==> src/rtl/core/pfs_pkg.sv <==
// Shared types, sizes and codes of the priority flow scheduler.
package pfs_pkg;

   // Number of wait queue slots; a power of two so that slot pointers wrap.
   localparam int QUEUE_DEPTH = 32;
   localparam int PTR_W       = $clog2(QUEUE_DEPTH);
   localparam int CNT_W       = $clog2(QUEUE_DEPTH + 1);
   localparam int KEY_W       = 48;
   localparam int ID_W        = 8;
   localparam int WAIT_W      = 6;
   localparam int OUTCOME_W   = 3;
   localparam int REQ_DATA_W  = 48;
   localparam int RSP_DATA_W  = 16;
   localparam int RSP_PAD_W   = RSP_DATA_W - WAIT_W - ID_W;

   // Most significant field first, so a plain unsigned compare gives the service order.
   typedef struct packed {
      logic [7:0]  prio;
      logic [15:0] arrive;
      logic [15:0] xmit;
      logic [7:0]  id;
   } key_type;

   typedef enum logic {
      REQ_ACQUIRE = 1'b0,
      REQ_RELEASE = 1'b1
   } req_kind_type;

   typedef enum logic [OUTCOME_W-1:0] {
      OUT_GRANTED    = 3'd0,
      OUT_QUEUED     = 3'd1,
      OUT_DROPPED    = 3'd2,
      OUT_IDLE_NOW   = 3'd3,
      OUT_IGNORED    = 3'd4
   } outcome_type;

   typedef enum logic [2:0] {
      ST_IDLE,
      ST_SHIFT,
      ST_PLACE,
      ST_POP,
      ST_DONE
   } state_type;

   typedef struct packed {
      logic             en;
      logic [PTR_W-1:0] addr;
      key_type          data;
   } ram_wr_type;

endpackage

==> src/rtl/core/pfs_queue_ram.sv <==
// Wait queue storage: one write port, one read port with registered read data.
module pfs_queue_ram (
   input  logic                      clock,
   input  pfs_pkg::ram_wr_type       wr,
   input  logic [pfs_pkg::PTR_W-1:0] rd_addr,
   output pfs_pkg::key_type          rd_data
);

   pfs_pkg::key_type mem [pfs_pkg::QUEUE_DEPTH];

   always_ff @(posedge clock) begin
      if (wr.en) begin
         mem[wr.addr] <= wr.data;
      end
      rd_data <= mem[rd_addr];
   end

endmodule

==> src/rtl/core/pfs_key_cmp.sv <==
// Key comparator: true when flow a is served before flow b.
module pfs_key_cmp (
   input  pfs_pkg::key_type a,
   input  pfs_pkg::key_type b,
   output logic             a_first
);

   logic [pfs_pkg::KEY_W-1:0] a_bits;
   logic [pfs_pkg::KEY_W-1:0] b_bits;

   assign a_bits  = a;
   assign b_bits  = b;
   assign a_first = a_bits < b_bits;

endmodule

==> src/rtl/core/priority_flow_scheduler.sv <==
// Top level of the priority flow scheduler: sequencer, queue pointers and result register.
// The scheduler takes one event at a time. A grant on an idle channel, a drop, an idle
// release and a release with an empty queue go from the request transfer through the
// DONE state to the result; a release that hands the channel to the queue head first
// passes through the POP state, which takes the head from the queue memory read. A queued
// request walks the queue from its tail toward its head, one slot per cycle through a
// single key comparator, moving each later flow back by one slot (a request that finds all
// 32 slots taken is dropped). The next request is taken as soon as the result is in the
// output register, even while that result is still waiting to be taken.
module priority_flow_scheduler (
   input  logic                               clock,
   input  logic                               reset,
   input  logic                               req_tvalid,
   output logic                               req_tready,
   // Fields from bit 0: flow_priority[7:0], arrival_tenths[15:0], transmit_tenths[15:0],
   // flow_id[7:0].
   input  logic [pfs_pkg::REQ_DATA_W-1:0]     req_tdata,
   // Fields from bit 0: req_type.
   input  logic                               req_tuser,
   output logic                               rsp_tvalid,
   input  logic                               rsp_tready,
   // Fields from bit 0: granted_id[7:0], waiting_count[5:0], two zero bits.
   output logic [pfs_pkg::RSP_DATA_W-1:0]     rsp_tdata,
   // Fields from bit 0: outcome[2:0].
   output logic [pfs_pkg::OUTCOME_W-1:0]      rsp_tuser
);

   pfs_pkg::state_type          state_ff, state_in;
   logic                        busy_ff, busy_in;
   logic [pfs_pkg::CNT_W-1:0]   count_ff, count_in;
   logic [pfs_pkg::PTR_W-1:0]   head_ff, head_in;
   logic [pfs_pkg::CNT_W-1:0]   idx_ff, idx_in;
   pfs_pkg::key_type            new_key_ff, new_key_in;
   pfs_pkg::outcome_type        outcome_ff, outcome_in;
   logic [pfs_pkg::ID_W-1:0]    gid_ff, gid_in;
   logic                        rsp_valid_ff, rsp_valid_in;
   logic [pfs_pkg::RSP_DATA_W-1:0] rsp_data_ff, rsp_data_in;
   logic [pfs_pkg::OUTCOME_W-1:0]  rsp_user_ff, rsp_user_in;

   pfs_pkg::ram_wr_type         ram_wr;
   logic [pfs_pkg::PTR_W-1:0]   ram_rd_addr;
   pfs_pkg::key_type            ram_rd_data;
   pfs_pkg::key_type            req_key;
   logic                        new_first;
   logic                        req_fire;
   logic                        rsp_free;
   pfs_pkg::req_kind_type       req_kind;

   assign req_key.prio   = req_tdata[7:0];
   assign req_key.arrive = req_tdata[23:8];
   assign req_key.xmit   = req_tdata[39:24];
   assign req_key.id     = req_tdata[47:40];
   assign req_kind       = pfs_pkg::req_kind_type'(req_tuser);

   assign req_tready = (state_ff == pfs_pkg::ST_IDLE);
   assign req_fire   = req_tvalid && req_tready;
   assign rsp_free   = !rsp_valid_ff || rsp_tready;

   assign rsp_tvalid = rsp_valid_ff;
   assign rsp_tdata  = rsp_data_ff;
   assign rsp_tuser  = rsp_user_ff;

   pfs_queue_ram u_ram (
      .clock   (clock),
      .wr      (ram_wr),
      .rd_addr (ram_rd_addr),
      .rd_data (ram_rd_data)
   );

   pfs_key_cmp u_cmp (
      .a       (new_key_ff),
      .b       (ram_rd_data),
      .a_first (new_first)
   );

   // Next state.
   always_comb begin
      state_in = state_ff;
      case (state_ff)
         pfs_pkg::ST_IDLE: begin
            if (req_fire) begin
               if (req_kind == pfs_pkg::REQ_ACQUIRE) begin
                  if (!busy_ff && count_ff == '0) begin
                     state_in = pfs_pkg::ST_DONE;
                  end else if (count_ff == pfs_pkg::CNT_W'(pfs_pkg::QUEUE_DEPTH)) begin
                     state_in = pfs_pkg::ST_DONE;
                  end else if (count_ff == '0) begin
                     state_in = pfs_pkg::ST_PLACE;
                  end else begin
                     state_in = pfs_pkg::ST_SHIFT;
                  end
               end else begin
                  if (busy_ff && count_ff != '0) begin
                     state_in = pfs_pkg::ST_POP;
                  end else begin
                     state_in = pfs_pkg::ST_DONE;
                  end
               end
            end
         end
         pfs_pkg::ST_SHIFT: begin
            if (!new_first || idx_ff == pfs_pkg::CNT_W'(1)) begin
               state_in = pfs_pkg::ST_PLACE;
            end
         end
         pfs_pkg::ST_PLACE: state_in = pfs_pkg::ST_DONE;
         pfs_pkg::ST_POP:   state_in = pfs_pkg::ST_DONE;
         pfs_pkg::ST_DONE: begin
            if (rsp_free) begin
               state_in = pfs_pkg::ST_IDLE;
            end
         end
         default: state_in = pfs_pkg::ST_IDLE;
      endcase
   end

   // Datapath and memory control.
   always_comb begin
      busy_in      = busy_ff;
      count_in     = count_ff;
      head_in      = head_ff;
      idx_in       = idx_ff;
      new_key_in   = new_key_ff;
      outcome_in   = outcome_ff;
      gid_in       = gid_ff;
      rsp_valid_in = rsp_valid_ff && !rsp_tready;
      rsp_data_in  = rsp_data_ff;
      rsp_user_in  = rsp_user_ff;
      ram_wr.en    = 1'b0;
      ram_wr.addr  = head_ff + pfs_pkg::PTR_W'(idx_ff);
      ram_wr.data  = new_key_ff;
      ram_rd_addr  = head_ff;
      case (state_ff)
         pfs_pkg::ST_IDLE: begin
            if (req_fire) begin
               new_key_in = req_key;
               gid_in     = '0;
               idx_in     = count_ff;
               ram_rd_addr = head_ff + pfs_pkg::PTR_W'(count_ff - pfs_pkg::CNT_W'(1));
               if (req_kind == pfs_pkg::REQ_ACQUIRE) begin
                  if (!busy_ff && count_ff == '0) begin
                     busy_in    = 1'b1;
                     gid_in     = req_key.id;
                     outcome_in = pfs_pkg::OUT_GRANTED;
                  end else if (count_ff == pfs_pkg::CNT_W'(pfs_pkg::QUEUE_DEPTH)) begin
                     outcome_in = pfs_pkg::OUT_DROPPED;
                  end
               end else begin
                  ram_rd_addr = head_ff;
                  if (!busy_ff) begin
                     outcome_in = pfs_pkg::OUT_IGNORED;
                  end else if (count_ff == '0) begin
                     busy_in    = 1'b0;
                     outcome_in = pfs_pkg::OUT_IDLE_NOW;
                  end
               end
            end
         end
         pfs_pkg::ST_SHIFT: begin
            // The read data holds the slot just ahead of the hole at idx.
            if (new_first) begin
               ram_wr.en   = 1'b1;
               ram_wr.data = ram_rd_data;
               idx_in      = idx_ff - pfs_pkg::CNT_W'(1);
               ram_rd_addr = head_ff + pfs_pkg::PTR_W'(idx_ff - pfs_pkg::CNT_W'(2));
            end
         end
         pfs_pkg::ST_PLACE: begin
            ram_wr.en  = 1'b1;
            count_in   = count_ff + pfs_pkg::CNT_W'(1);
            outcome_in = pfs_pkg::OUT_QUEUED;
         end
         pfs_pkg::ST_POP: begin
            gid_in     = ram_rd_data.id;
            head_in    = head_ff + pfs_pkg::PTR_W'(1);
            count_in   = count_ff - pfs_pkg::CNT_W'(1);
            outcome_in = pfs_pkg::OUT_GRANTED;
         end
         pfs_pkg::ST_DONE: begin
            if (rsp_free) begin
               rsp_valid_in = 1'b1;
               rsp_data_in  = {{pfs_pkg::RSP_PAD_W{1'b0}},
                               pfs_pkg::WAIT_W'(count_ff), gid_ff};
               rsp_user_in  = outcome_ff;
            end
         end
         default: ;
      endcase
   end

   always_ff @(posedge clock) begin
      if (reset) begin
         state_ff     <= pfs_pkg::ST_IDLE;
         busy_ff      <= 1'b0;
         count_ff     <= '0;
         head_ff      <= '0;
         rsp_valid_ff <= 1'b0;
      end else begin
         state_ff     <= state_in;
         busy_ff      <= busy_in;
         count_ff     <= count_in;
         head_ff      <= head_in;
         rsp_valid_ff <= rsp_valid_in;
      end
   end

   always_ff @(posedge clock) begin
      idx_ff      <= idx_in;
      new_key_ff  <= new_key_in;
      outcome_ff  <= outcome_in;
      gid_ff      <= gid_in;
      rsp_data_ff <= rsp_data_in;
      rsp_user_ff <= rsp_user_in;
   end

   a_count_bound: assert property (@(posedge clock) disable iff (reset)
      count_ff <= pfs_pkg::CNT_W'(pfs_pkg::QUEUE_DEPTH))
      else $error("wait queue count exceeds its depth");

   a_waiters_busy: assert property (@(posedge clock) disable iff (reset)
      (count_ff != '0) |-> busy_ff)
      else $error("flows wait while the channel is idle");

   a_shift_index: assert property (@(posedge clock) disable iff (reset)
      (state_ff == pfs_pkg::ST_SHIFT) |-> (idx_ff != '0 && idx_ff <= count_ff))
      else $error("insertion walk index out of range");

   a_accept_leaves_idle: assert property (@(posedge clock) disable iff (reset)
      req_fire |=> (state_ff != pfs_pkg::ST_IDLE))
      else $error("accepted transfer produced no work");

   a_place_grows: assert property (@(posedge clock) disable iff (reset)
      (state_ff == pfs_pkg::ST_PLACE) |=> (count_ff == $past(count_ff) + pfs_pkg::CNT_W'(1)))
      else $error("queued flow did not raise the count");

endmodule
==> config.mk <==
export PLATFORM = sky130hd
export DESIGN_NAME = priority_flow_scheduler
export DESIGN_NICKNAME = d
export VERILOG_FILES = /design/src/rtl/core/pfs_pkg.sv /design/src/rtl/core/pfs_queue_ram.sv /design/src/rtl/core/pfs_key_cmp.sv /design/src/rtl/core/priority_flow_scheduler.sv
export SDC_FILE = /design/constraint.sdc
export NUM_CORES = 2
export LEC_CHECK = 0
export BUFFER_PORTS_ARGS = -buffer_cell sky130_fd_sc_hd__buf_4
export CORE_MARGIN = 8
export CORE_UTILIZATION = 35
export DETAILED_ROUTE_END_ITERATION = 7
export PLACE_DENSITY_LB_ADDON = 0.05
export SLEW_MARGIN = 5
export SYNTH_ARGS = -nofsm -noshare
export SYNTH_HDL_FRONTEND = slang
export SYNTH_SLANG_ARGS = --single-unit
export TNS_END_PERCENT = 1
==> constraint.sdc <==
create_clock -name clock -period 18.7 [get_ports clock]
set_clock_uncertainty 0.2 [all_clocks]
set_input_delay 0.935 -clock clock [delete_from_list [all_inputs] [get_ports clock]]
set_output_delay 0.935 -clock clock [all_outputs]
set_load 0.02 [all_outputs]
Word level (Yosys, flattened, before mapping)
Memories as Yosys holds them, arrays and structs flattened. A register that Yosys moved wholly into a read port is not among the register bits.
Index checks and enable logic that the tools add are counted.
{"block": "op_classes", "reduce_logical": 26, "addsub": 8, "magnitude_cmp": 1, "n_mux": 40, "n_eq_ne": 12}
{"op": "$mux 48", "count": 2}
{"op": "$lt 48x48->1", "count": 1}
{"op": "$mux 3", "count": 13}
{"op": "$mux 8", "count": 3}
{"op": "$pmux 6 s2", "count": 2}
{"op": "$pmux 8 s2", "count": 1}
{"op": "$add 5x5->5", "count": 3}
{"op": "$mux 5", "count": 3}
{"op": "$mux 6", "count": 2}
{"op": "$pmux 3 s4", "count": 1}
{"op": "$sub 6x1->6 const B", "count": 2}
{"op": "$pmux 5 s2", "count": 1}
{"op": "$mux 1", "count": 9}
{"op": "$pmux 3 s3", "count": 1}
{"op": "$reduce_and 3->1", "count": 3}
{"op": "$reduce_bool 2->1", "count": 4}
{"op": "$add 6x1->6 const B", "count": 1}
{"op": "$eq 3x2->1 const B", "count": 2}
{"op": "$eq 6x1->1 const B", "count": 1}
{"op": "$eq 6x6->1 const B", "count": 1}
{"op": "$logic_not 6->1", "count": 1}
{"op": "$ne 2x2->1 const B", "count": 3}
{"op": "$reduce_and 2->1", "count": 3}
{"op": "$reduce_bool 6->1", "count": 1}
{"op": "other kinds (16)", "count": 23}
{"block": "totals", "memories": 1, "wordCells": 102, "output_inout_bits": 21, "reg_bits": 98, "ramBits": 1536}
{"memory": "u_ram.mem", "depth": 32, "width": 48, "rd": 1, "rd_clocked_by_memory_dff": 1, "write_ports": 1, "line_no": "pfs_queue_ram.sv:9", "source": "pfs_pkg::key_type mem [pfs_pkg::QUEUE_DEPTH];"}

Depth between registers and ports, before layout
{"block": "logic_depth", "ltp_word": 7, "ltp_mapped": 18, "ltp_nobuf": 15}

By module
Synthesis repeated with hierarchy kept, for this count alone.
{"block": "hier_totals", "cells_unflattened": 3999, "hier_area_um2": 66765.3}
{"module": "pfs_queue_ram", "instances": 1, "cells_per_inst": 3364, "area_per_inst_um2": 60724.5}
{"module": "priority_flow_scheduler", "instances": 1, "cells_per_inst": 472, "area_per_inst_um2": 4823.4}
{"module": "pfs_key_cmp", "instances": 1, "cells_per_inst": 163, "area_per_inst_um2": 1217.4}

Least setup slack after synthesis
Ideal clock, no wire load.
{"block": "synth_timing", "path_kind": "register to register", "startpoint": "register new_key_ff[43] (netlist name)", "endpoint": "memory u_ram.mem[11][0] (netlist name), enable pin", "path_stages_with_launch": 15, "setup_ns": 0.454, "arrival_ns": 5.217, "setup_slack_ns": 12.829, "path_buffers": 3, "path_cell_list": "edfxtp_1 -> ha_1 -> a21oi_2 -> o21ai_2 -> a2111oi_4 -> a211oi_1 -> or4b_1 -> buf_2 -> or2_1 -> buf_4 -> nor2_1 -> nor2_1 -> or3b_2 -> clkbuf_1 -> nor2_1"}
{"block": "synth_between", "elab_chain_len": 5}
{"item": "start: declaration", "line_no": "priority_flow_scheduler.sv:33", "source": "pfs_pkg::key_type new_key_ff, new_key_in;"}
{"item": "start signal: assignment", "line_no": "priority_flow_scheduler.sv:209", "source": "new_key_ff <= new_key_in;"}
{"item": "$lt 48x48->1", "line_no": "pfs_key_cmp.sv:13", "source": "assign a_first = a_bits < b_bits;"}
{"item": "$mux 1", "line_no": "priority_flow_scheduler.sv:161", "source": "if (new_first) begin"}
{"item": "$pmux 1 s2", "line_no": "priority_flow_scheduler.sv:133", "source": "case (state_ff)"}
{"item": "$mux 1", "line_no": "pfs_queue_ram.sv:12", "source": "if (wr.en) begin"}
{"item": "$mux 1 (implied by the code)", "line_no": "pfs_queue_ram.sv:13", "source": "mem[wr.addr] <= wr.data;"}
{"item": "end: declaration", "line_no": "pfs_queue_ram.sv:9"}
Every way passes these cells.

Final worst setup path
{"block": "layout_timing", "startpoint": "register new_key_ff[31] (netlist name)", "endpoint": "register, netlist name u_ram.rd_data[41]"}
{"block": "layout_between", "elab_chain_len": 3}
{"item": "$lt 48x48->1", "line_no": "pfs_key_cmp.sv:13"}
{"item": "$mux 5", "line_no": "priority_flow_scheduler.sv:161"}
{"item": "$pmux 5 s2", "line_no": "priority_flow_scheduler.sv:133"}
Every way passes these cells.
A chain may end at the register's enable or synchronous reset.

==> results.sh <==
export IMPL_drv_slew=0
export IMPL_grt_pass1_vias=36500
export IMPL_wl_per_cell_microns=30.9
export IMPL_syn_inst=4154
export IMPL_dr_first_iter_drc_count=3790
export IMPL_finalSetupViolCount=0
export IMPL_cts_resized=0
export IMPL_synth_edf_count=1618
export IMPL_ir_drop_mv=0.0829
export IMPL_synth_mux_area_frac=0.0592
export IMPL_cap_violations=0
export IMPL_ys_flop_type="edfxtp_1"
export IMPL_root_buffer="clkbuf_16"
export IMPL_status="finished, final reports clean"
export IMPL_fin_nets=4426
export IMPL_synth_top_family_by_area="simple AND/OR/NAND/NOR gates"
export IMPL_grt_pass1_wl_microns=296000
export IMPL_dp_cells=6598
export IMPL_critPathLaunch="new_key_ff[31]"
export IMPL_ios=74
export IMPL_top_usage_layer="met2"
export IMPL_first_pass_iters=5
export IMPL_fmax_mhz=131
export IMPL_cts_sinks=1682
export IMPL_ff2ff_setup_slack_ns=11.09
export IMPL_ys_seq_elements=1682
export IMPL_synth_fa_ha_area_frac=0.0135
export IMPL_clock_latency_ns=0.83
export IMPL_viasPerCell=5.38
export IMPL_slowest_stage="buf_4"
export IMPL_layout_common_cells="edfxtp_1 (1,618), nand2_1 (854), a32oi_1 (386), mux2i_1 (384), buf_4 (198)"
export IMPL_clk_pin_slew_ns=0.06
export IMPL_rsz0062_at_grt="no"
export IMPL_final_cell_area_sq_um=75200
export IMPL_cts_setup_buffers=0
export IMPL_crit_type="flip-flop to flip-flop"
export IMPL_grt_antenna_before_repair=18
export IMPL_yosys_warnings=0
export IMPL_drt_wl_total_microns=215000
export IMPL_r2r_start="new_key_ff[31]"
export IMPL_area_growth_pct=14.9
export IMPL_critPathTopFamily="simple AND/OR/NAND/NOR gates"
export IMPL_hold_depth=1
export IMPL_met3_usage=0.0263
export IMPL_rows=158
export IMPL_cts_max_path_buffers=3
export IMPL_async_flop_share=0
export IMPL_yosysUniqueCellTypes=64
export IMPL_postRouteAntennaNets=0
export IMPL_die_y_microns=448
export IMPL_core_area_sq_um=186000
export IMPL_cts_tree="built"
export IMPL_dp_hpwl_microns=109000
export IMPL_drc=0
export IMPL_power_density_nw_per_um2=113
export IMPL_dieArea_sq_um=201000
export IMPL_p_leak_nw=24.5
export IMPL_crit_path_end="u_ram.rd_data[41]"
export IMPL_grt_ovfl_total=0
export IMPL_grt_max_degree=148
export IMPL_nFillCells=16900
export IMPL_post_route_period_util=0.407
export IMPL_slowest_delay_ns=0.91
export IMPL_port_buffers=71
export IMPL_die_w_microns=448
export IMPL_fin_crit_ns=7.61
export IMPL_tightest_slew_ns=1.28
export IMPL_synth_area_per_cell_sq_um=15.7
export IMPL_cp_arrival_ns=8.15
export IMPL_grt_use_met2=0.339
export IMPL_cts_max_level=4
export IMPL_totalPowerFinal_w=0.00851
export IMPL_synth_xor_area_share=0.00348
export IMPL_r2r_end="u_ram.rd_data[41]"
export IMPL_start_util=0.352
export IMPL_start_kind="flip-flop"
export IMPL_end_kind="flip-flop"
export IMPL_path_cells="ha_1, nand4_1, inv_1, a221oi_1, o22ai_1, or4b_1, or3_1, nand3_4, buf_12, buf_4, buf_4, mux2i_1, a32oi_1, nand4_1, nor2_1"
export IMPL_ctsHoldBuffers=0
export IMPL_final_common_cell="edfxtp_1"
export IMPL_final_hold_viol_count=0
export IMPL_cts_buffers=184
export IMPL_vias=37400
export IMPL_met1_usage=0.302
export IMPL_grtUsageTotal=0.209
export IMPL_yosys_area_share_simple=0.0750
export IMPL_min_path_type="primary input to flip-flop"
export IMPL_reg2reg_depth=15
export IMPL_required_ns=19.24
export IMPL_place_area_sq_um=69400
export IMPL_path_depth=15
export IMPL_holdWs_ns=0.0835
export IMPL_max_slew_margin=0.148
export IMPL_synth_seq_area_share=0.762
export IMPL_critical_path_max_fanout=147
export IMPL_crit_buf_inv=4
export IMPL_gp_congestion=0.730
export IMPL_netlist_area_sq_um=65400
export IMPL_timing_setup_tns_ns=0
export IMPL_synth_compound_area_frac=0.0650
export IMPL_drive_gt1_frac=0.120
export IMPL_stdcell_count=6945
==> per-layer routing <==
| metal | part of all wire | up-vias |
|---|---|---|
| met5 | 0 | - |
| met4 | 0.018 | 0 |
| met3 | 0.047 | 235 |
| met2 | 0.47 | 1027 |
| met1 | 0.46 | 19600 |
| li1 | - | 16400 |
==> stage by stage <==
stage	setup slack (ns)	util
6_report	11.09	0.405
5_1_grt	10.76	0.405
4_1_cts	11.01	0.405
3_5_place_dp	11.01	0.374
3_3_place_gp	11.10	0.374
2_1_floorplan	12.83	-
==> final cells by class <==
type | instances | area, sq um | share of cell area
antenna | 3 | 7.51 | 0.0000999
clock buffer | 253 | 5000 | 0.0665
clock inverter | 91 | 736 | 0.00979
inverter | 72 | 272 | 0.00361
multi-input combinational | 2162 | 14600 | 0.194
sequential | 1682 | 49900 | 0.664
tap | 2480 | 3100 | 0.0413
timing repair buffer | 202 | 1570 | 0.0208
==> cells by family (layout without fill, tap and decap cells) <==
group,after synthesis,after routing
AO/OA/AOI/OAI,528,528
XOR/XNOR,26,26
adder cells (fa/ha/maj),69,69
buffers and inverters,311,618
flip-flops,1682,1682
multiplexers,386,386
other,1,5
AND/OR/NAND/NOR,1151,1151
==> worst min path at each step <==
stage	startpoint	end	slack (ns)
2_1_floorplan	gid_ff[0]	rsp_tdata[0]	0.20
3_3_place_gp	outcome_ff[0]	rsp_tuser[0]	0.20
3_5_place_dp	gid_ff[7]	rsp_tdata[7]	0.20
4_1_cts	req_tdata[16]	new_key_ff[32]	0.01
5_1_grt	req_tdata[16]	new_key_ff[32]	0.03
6_report	req_tdata[16]	new_key_ff[32]	0.08
==> cells in the mapped netlist, types with 2 or more instances <==
cell type,number,area (sq um)
nor2b_1,8,50.1
xnor2_1,15,131
and4b_4,4,55.1
a221oi_1,2,17.5
and4_4,2,22.5
inv_1,72,270
nor4_2,2,25.0
o21ai_0,68,340
buf_4,10,75.1
nand2b_1,7,43.8
nor4b_2,6,90.1
edfxtp_1,1618,48600
nor3_1,7,35.0
mux2i_1,384,3840
fa_1,3,60.1
nand2_1,854,3210
clkbuf_1,129,484
buf_6,12,135
and4b_1,2,20.0
xor2_1,11,96.3
ha_1,66,826
or3_1,7,43.8
nor4_1,2,12.5
dfxtp_1,64,1280
a31o_4,2,35.0
nand4_1,109,682
nand3_1,10,50.1
o21a_1,2,15.0
a22o_1,9,78.8
buf_1,5,18.8
nor2_1,119,447
a211oi_1,6,45.0
buf_2,83,415
a32oi_1,386,3380
a21o_1,2,15.0
o41ai_1,2,17.5
a21oi_1,33,165
a31oi_1,5,31.3
==> where the power goes <==
part | internal [W] | switching, W | total, W
Combinational | 0.000215 | 0.000537 | 0.000752
Clock | 0.00198 | 0.00151 | 0.00349
Sequential | 0.00423 | 0.0000268 | 0.00426
Total | 0.00643 | 0.00208 | 0.00851
==> flip-flops by register name, indices dropped and copies added (netlist names), 3 cells and up <==
| register | cells |
|---|---|
| new_key_ff | 48 |
| state_ff | 3 |
| gid_ff | 8 |
| rsp_tdata | 14 |
| count_ff | 6 |
| u_ram.rd_data | 48 |
| idx_ff | 6 |
| rsp_tuser | 3 |
| head_ff | 5 |
| u_ram.mem | 1536 |
| outcome_ff | 3 |
No activity file was read; power rests on OpenSTA's default activity.
